[src/hw/rtl/imucal_pkg.sv]
// ----------------------------------------------------------------------------
// imucal_pkg - shared types and constants of the IMU calibration filter
// Widths, phase codes, register indexes and the lane control/status structs.
// ----------------------------------------------------------------------------
package imucal_pkg;

  // Field widths
  localparam int SAMPLE_W    = 16;
  localparam int OUT_W       = SAMPLE_W + 1;
  localparam int NOISE_OUT_W = SAMPLE_W;
  localparam int CNT_W       = 11;
  localparam int ALPHA_W     = 9;
  localparam int PHASE_W     = 2;
  localparam int CFG_DATA_W  = 11;

  // Internal widths: an offset can grow past the sample range when the
  // count is lowered in the middle of the averaging phase
  localparam int SUM_W   = 27;
  localparam int OFF_W   = 26;
  localparam int DIFF_W  = 27;
  localparam int NOISE_W = 26;
  localparam int PROD_W  = 37;

  // Limits and reset values
  localparam int MAX_SAMPLES      = 1024;
  localparam int ALPHA_ONE        = 256;
  localparam int ALPHA_SHIFT      = 8;
  localparam int SAMPLE_COUNT_RST = 100;
  localparam int FILTER_ALPHA_RST = 192;

  // Divider: one quotient bit per cycle over the dividend magnitude
  localparam int DIV_STEPS = OFF_W;
  localparam int DIV_CNT_W = $clog2(DIV_STEPS);

  // Sensor phases
  localparam logic [PHASE_W-1:0] PH_AVG   = 2'd0;
  localparam logic [PHASE_W-1:0] PH_NOISE = 2'd1;
  localparam logic [PHASE_W-1:0] PH_RUN   = 2'd2;

  // Sensor codes
  localparam logic SNS_ACCEL = 1'b0;
  localparam logic SNS_GYRO  = 1'b1;

  // Configuration register indexes
  localparam logic CFG_SAMPLE_COUNT = 1'b0;
  localparam logic CFG_FILTER_ALPHA = 1'b1;

  localparam int NUM_LANES = 3;

  // Control from the sequencer to every axis lane
  typedef struct packed {
    logic               sensor;
    logic [PHASE_W-1:0] phase;
    logic               done;
    logic               mul_en;
    logic               fin_en;
    logic [ALPHA_W-1:0] alpha;
    logic [CNT_W-1:0]   n;
  } lane_ctrl_t;

  // Status from one axis lane back to the merging stage
  typedef struct packed {
    logic                   q_valid;
    logic [OUT_W-1:0]       res;
    logic [NOISE_OUT_W-1:0] noise;
  } lane_stat_t;

endpackage

[src/hw/rtl/imucal_div.sv]
// ----------------------------------------------------------------------------
// imucal_div - signed by unsigned restoring divider
// Truncates toward zero; one quotient bit per cycle.
// ----------------------------------------------------------------------------
module imucal_div
  import imucal_pkg::*;
(
  input  logic                    clk,
  input  logic                    rst_n,
  input  logic                    start,
  input  logic signed [SUM_W-1:0] dividend,
  input  logic [CNT_W-1:0]        divisor,
  output logic                    q_valid,
  output logic signed [OFF_W-1:0] quotient
);

  logic                 busy_r;
  logic                 q_valid_r;
  logic [DIV_CNT_W-1:0] step_r;
  logic [CNT_W-1:0]     rem_r;
  logic [OFF_W-1:0]     q_r;
  logic [CNT_W-1:0]     div_r;
  logic                 neg_r;

  logic [SUM_W-1:0]     mag_full;
  logic [CNT_W:0]       rem_sh;
  logic                 ge;
  logic [CNT_W:0]       rem_sub;

  // Magnitude of the dividend
  assign mag_full = dividend[SUM_W-1] ? (-dividend) : dividend;

  // Shift in the next dividend bit and try a subtraction
  assign rem_sh  = {rem_r, q_r[OFF_W-1]};
  assign ge      = (rem_sh >= {1'b0, div_r});
  assign rem_sub = rem_sh - {1'b0, div_r};

  always_ff @(posedge clk) begin
    if (!rst_n) begin
      busy_r    <= 1'b0;
      q_valid_r <= 1'b0;
      step_r    <= '0;
    end else begin
      q_valid_r <= 1'b0;
      if (start) begin
        busy_r <= 1'b1;
        step_r <= '0;
      end else if (busy_r) begin
        step_r <= step_r + 1'b1;
        if (step_r == DIV_CNT_W'(DIV_STEPS - 1)) begin
          busy_r    <= 1'b0;
          q_valid_r <= 1'b1;
        end
      end
    end
  end

  // Datapath: load on start, iterate while busy
  always_ff @(posedge clk) begin
    if (start) begin
      rem_r <= '0;
      q_r   <= mag_full[OFF_W-1:0];
      div_r <= divisor;
      neg_r <= dividend[SUM_W-1];
    end else if (busy_r) begin
      rem_r <= ge ? rem_sub[CNT_W-1:0] : rem_sh[CNT_W-1:0];
      q_r   <= {q_r[OFF_W-2:0], ge};
    end
  end

  assign q_valid  = q_valid_r;
  assign quotient = neg_r ? (-$signed(q_r)) : $signed(q_r);

endmodule

[src/hw/rtl/imucal_lane.sv]
// ----------------------------------------------------------------------------
// imucal_lane - one axis of the calibration filter
// Holds sum, offset and noise for both sensors and the accel filter state;
// subtracts the offset, runs the low-pass filter and the phase updates.
// ----------------------------------------------------------------------------
module imucal_lane
  import imucal_pkg::*;
(
  input  logic                       clk,
  input  logic                       rst_n,
  input  lane_ctrl_t                 ctrl,
  input  logic signed [SAMPLE_W-1:0] sample,
  output lane_stat_t                 stat
);

  logic signed [SUM_W-1:0]  sum_r   [2];
  logic signed [OFF_W-1:0]  off_r   [2];
  logic [NOISE_W-1:0]       noise_r [2];
  logic signed [DIFF_W-1:0] filt_r;

  logic signed [DIFF_W-1:0] diff_r;
  logic [NOISE_W-1:0]       abs_r;
  logic signed [PROD_W-1:0] prod_new_r;
  logic signed [PROD_W-1:0] prod_old_r;
  logic [OUT_W-1:0]         res_r;
  logic [NOISE_OUT_W-1:0]   noise_res_r;

  logic signed [DIFF_W-1:0] diff_nxt;
  logic signed [DIFF_W-1:0] abs_full;
  logic signed [ALPHA_W:0]  w_new;
  logic signed [ALPHA_W:0]  w_old;
  logic signed [PROD_W-1:0] fsum;
  logic signed [PROD_W-1:0] fsum_adj;
  logic signed [PROD_W-1:0] fshift;
  logic signed [DIFF_W-1:0] filt_nxt;
  logic signed [SUM_W-1:0]  sum_nxt;
  logic [NOISE_W-1:0]       noise_nxt;
  logic                     div_start;
  logic                     q_valid;
  logic signed [OFF_W-1:0]  quotient;

  // Offset subtraction and filter weights
  assign diff_nxt = DIFF_W'(sample) - DIFF_W'(off_r[ctrl.sensor]);
  assign abs_full = diff_nxt[DIFF_W-1] ? (-diff_nxt) : diff_nxt;
  assign w_new    = $signed({1'b0, ctrl.alpha});
  assign w_old    = $signed({1'b0, ALPHA_W'(ALPHA_ONE) - ctrl.alpha});

  // Filter sum, divided by 256 with truncation toward zero
  assign fsum     = prod_new_r + prod_old_r;
  assign fsum_adj = fsum + (fsum[PROD_W-1] ? PROD_W'(ALPHA_ONE - 1) : '0);
  assign fshift   = fsum_adj >>> ALPHA_SHIFT;
  assign filt_nxt = fshift[DIFF_W-1:0];

  // Accumulate and track the peak deviation
  assign sum_nxt   = sum_r[ctrl.sensor] + SUM_W'(sample);
  assign noise_nxt = ((ctrl.phase == PH_NOISE) && (abs_r > noise_r[ctrl.sensor]))
                     ? abs_r : noise_r[ctrl.sensor];
  assign div_start = ctrl.fin_en && (ctrl.phase == PH_AVG) && ctrl.done;

  // Multiply stage
  always_ff @(posedge clk) begin
    if (ctrl.mul_en) begin
      diff_r     <= diff_nxt;
      abs_r      <= abs_full[NOISE_W-1:0];
      prod_new_r <= w_new * diff_nxt;
      prod_old_r <= w_old * filt_r;
    end
  end

  // Result stage
  always_ff @(posedge clk) begin
    if (ctrl.fin_en) begin
      res_r       <= (ctrl.sensor == SNS_ACCEL) ? filt_nxt[OUT_W-1:0] : diff_r[OUT_W-1:0];
      noise_res_r <= noise_nxt[NOISE_OUT_W-1:0];
    end
  end

  // Calibration state
  always_ff @(posedge clk) begin
    if (!rst_n) begin
      sum_r[0]   <= '0;
      sum_r[1]   <= '0;
      off_r[0]   <= '0;
      off_r[1]   <= '0;
      noise_r[0] <= '0;
      noise_r[1] <= '0;
      filt_r     <= '0;
    end else begin
      if (ctrl.fin_en) begin
        if (ctrl.sensor == SNS_ACCEL) begin
          filt_r <= filt_nxt;
        end
        if (ctrl.phase == PH_AVG) begin
          sum_r[ctrl.sensor] <= sum_nxt;
        end
        noise_r[ctrl.sensor] <= noise_nxt;
      end
      if (q_valid) begin
        off_r[ctrl.sensor] <= quotient;
      end
    end
  end

  // Offset = sum / n
  imucal_div u_div (
    .clk      (clk),
    .rst_n    (rst_n),
    .start    (div_start),
    .dividend (sum_nxt),
    .divisor  (ctrl.n),
    .q_valid  (q_valid),
    .quotient (quotient)
  );

  assign stat.q_valid = q_valid;
  assign stat.res     = res_r;
  assign stat.noise   = noise_res_r;

endmodule

[config.mk]
export PLATFORM = sky130hd
export DESIGN_NAME = imucal_lane
export DESIGN_NICKNAME = d
export VERILOG_FILES = /design/src/hw/rtl/imucal_pkg.sv /design/src/hw/rtl/imucal_div.sv /design/src/hw/rtl/imucal_lane.sv
export SDC_FILE = /design/constraint.sdc
export NUM_CORES = 2
export LEC_CHECK = 0
export BUFFER_PORTS_ARGS = -buffer_cell sky130_fd_sc_hd__buf_2
export CAP_MARGIN = 25
export CORE_MARGIN = 8
export CORE_UTILIZATION = 50
export DETAILED_ROUTE_END_ITERATION = 12
export GPL_ROUTABILITY_DRIVEN = 0
export GPL_TIMING_DRIVEN = 1
export PLACE_DENSITY = 0.68
export SLEW_MARGIN = 25
export SYNTH_ARGS = -nofsm -noshare
export SYNTH_HDL_FRONTEND = slang
export SYNTH_SLANG_ARGS = --single-unit
[constraint.sdc]
create_clock -name clk -period 9.45 [get_ports clk]
set_clock_uncertainty 0.15 [all_clocks]
set_input_delay 0.4725 -clock clk [delete_from_list [all_inputs] [get_ports clk]]
set_output_delay 0.4725 -clock clk [all_outputs]
set_load 0.01 [all_outputs]
==> flow_summary.toml <==
[floorplanning]
die-width_um = 296
initial_utilization = 0.505
row_count = 102
die_y_um = 296
core_sq_um = 77500
die_area_sq_um = 87500
ioPinCount = 78

[routing]
vias = 27447
drc = 0
antenna_left = 0
wl_um = 89400
dr.first_iter.drc_count = 1675
dr.pass1.iters = 5
via_per_inst = 5.38
wl_per_cell_um = 17.5

[cells_and_area]
syn_to_final_growth_pct = 8.26
final_cell_mix = "558 x inv_1, 402 x fa_1, 371 x nand2_1"
fin_nets = 4763
nFillCells = 6871
drive_gt1_frac = 0.0783
final_common_cell = "inv_1"
final_cell_count_no_fill = 5100

[synthesis]
synth_top_area_share = 0.265
synth_seq_cells = 390
synth_fp_nets = 4728
synthFlopType = "edfxtp_1"
ys.warnings.count = 0
ys_async_sr_fraction = 0
synth_edf_count = 345
synthAdderAreaFrac = 0.300
synth_area_sq_um = 39100
synthTopCellsByArea = "edfxtp_1 26%, fa_1 21%, ha_1 9.5%, inv_1 5.4%, and2_1 4.1%"
yosys.area.top_type = "edfxtp_1"
synth_top_family_by_area = "adder cells"
synth-compound-area-share = 0.0997
synthSimpleGateAreaFrac = 0.148
ys_types = 93
seq_area_frac_synth = 0.288
synth_xor_area_frac = 0.0589
syn_inst = 3986
synth_mux_area_frac = 0.0362
synth_area_per_cell_sq_um = 9.82

[timing]
maxSlewHeadroom = 0.290
max_freq_mhz = 116
worst_hold_slack_ps = 94.4
hold_viol = 0
rsz0062_at_grt = "no"
setup_ws_ps = 795
slew_viol_final = 0
finalCritPeriodShare = 0.916
layout_min_cycle_time_ps = 8650
tightest_slew_ps = 1060
setup_viol = 0
finalSetupTns_ps = 0

[clocking]
clk_transition_reported_paths_ps = 60
cts_sinks = 390
cts_tree = "done"
h-tree-depth = 2
cts_buffer_depth = 3
worstSkewPairLatency_ps = 600
cts_buffers = 47
root_buffer = "clkbuf_16"

[setup_path]
crit_top_cell = "fa_1"
max_stage_delay_ps = 560
r2r_cells = 32
cp-start-kind = "register"
arrival_ps = 8840
cp.required_ps = 9630
path_class = "register to register"
end_kind = "register"
crit_slowest_cell = "fa_1"
ff2ff_setup_slack_ps = 800
crit_fanout = 11

[placement]
portBuffers = 77
dp_hpwl_um = 70300
place_ws_ps = 270
placed_cells = 5001

[grt]
grt_usage = 0.208
grt_overflow_total = 0
grt_max_degree = 71
antenna_found_initial = 4
grt_pass1_wl_um = 147000
first_global_vias = 28607

[job]
drv_cap = 0

[outcome]
status = "completed"

[worst_hold_path]
hold_class = "input pin to register"
hold_depth = 2
==> sequential cells by signal, summed over array words and instances (netlist names) <==
signal and flops:
prod_old_r 37, filt_r 27, prod_new_r 37, noise_r 52, u_div.q_valid 1, u_div.busy_r 1
diff_r 17, u_div.q_r 26, sum_r 54, u_div.rem_r 11, res_r 17, u_div.div_r 11
u_div.neg_r 1, noise_res_r 16, u_div.step_r 5, abs_r 25, off_r 52
==> path summary, 6_finish.rpt <==
path                                         to             from
worst min-delay path               sum_r[1][11]         ctrl[24]
worst min register to register  u_div.rem_r[10]  u_div.rem_r[10]
worst max-delay path             prod_new_r[35]      off_r[1][1]
worst max register to register   prod_new_r[35]      off_r[1][1]
==> cell families (layout without fill, tap and decap cells) <==
family | Yosys count | count (layout)
compound gates | 598 | 598
xor+xnor | 260 | 260
fa+ha+maj | 698 | 698
buf+inv | 719 | 792
flops | 390 | 390
mux | 133 | 133
other cells | 0 | 1
simple gates | 1188 | 1188
==> stage by stage <==
step                 util  cell area [sq um]
detailed placement  0.526              40700
CTS                 0.547              42400
floorplan               -              39100
finish              0.547              42400
global route        0.547              42400
global placement    0.526              40700
==> critical path, delay by kind of cell (launching register included) <==
kind	cells	cell delay, ps
simple gates	4	490
flops	1	350
fa+ha+maj	7	3140
mux	1	220
buf+inv	4	390
compound gates	14	3350
xor+xnor	2	300
==> layout make-up <==
type | count | area (sq um) | share of cell area
clock inverter | 29 | 259 | 0.00611
sequential | 390 | 11300 | 0.266
timing repair buffer | 145 | 928 | 0.0219
clock buffer | 58 | 1240 | 0.0292
tap | 1040 | 1300 | 0.0307
inverter | 560 | 2100 | 0.0496
multi-input combinational | 2877 | 25300 | 0.597
antenna | 1 | 2.50 | 0.0000591
==> routing by layer <==
layer / GRT usage / routed length, um / vias up
met3: 0.0330 / 5000 / 152
met2: 0.366 / 43800 / 579
met4: 0.0586 / 2510 / 2
met1: 0.264 / 38200 / 13429
li1: - / - / 13285
met5: 0 / 12 / -
==> cells in the mapped netlist, drive strengths merged, types with 43 or more instances <==
master	instances
inv	558
fa	402
nand2	375
edfxtp	345
ha	296
nor2	282
and2	258
a21oi	163
xnor2	161
o21ai	146
clkbuf	128
xor2	99
a21o	70
mux2	67
mux2i	66
nor2b	57
dfxtp	45
nand3	43
==> repair_timing <==
| action | CTS | global route |
|---|---|---|
| buffers inserted | 0 | 0 |
| endpoints found under the hold margin | 11 | 0 |
| hold buffers | 11 | 0 |
| gates resized for setup | 0 | 0 |
Power is left out: the tool's default activity adds up to more than one toggle a clock period on the data nets, which glitch-free logic cannot reach.
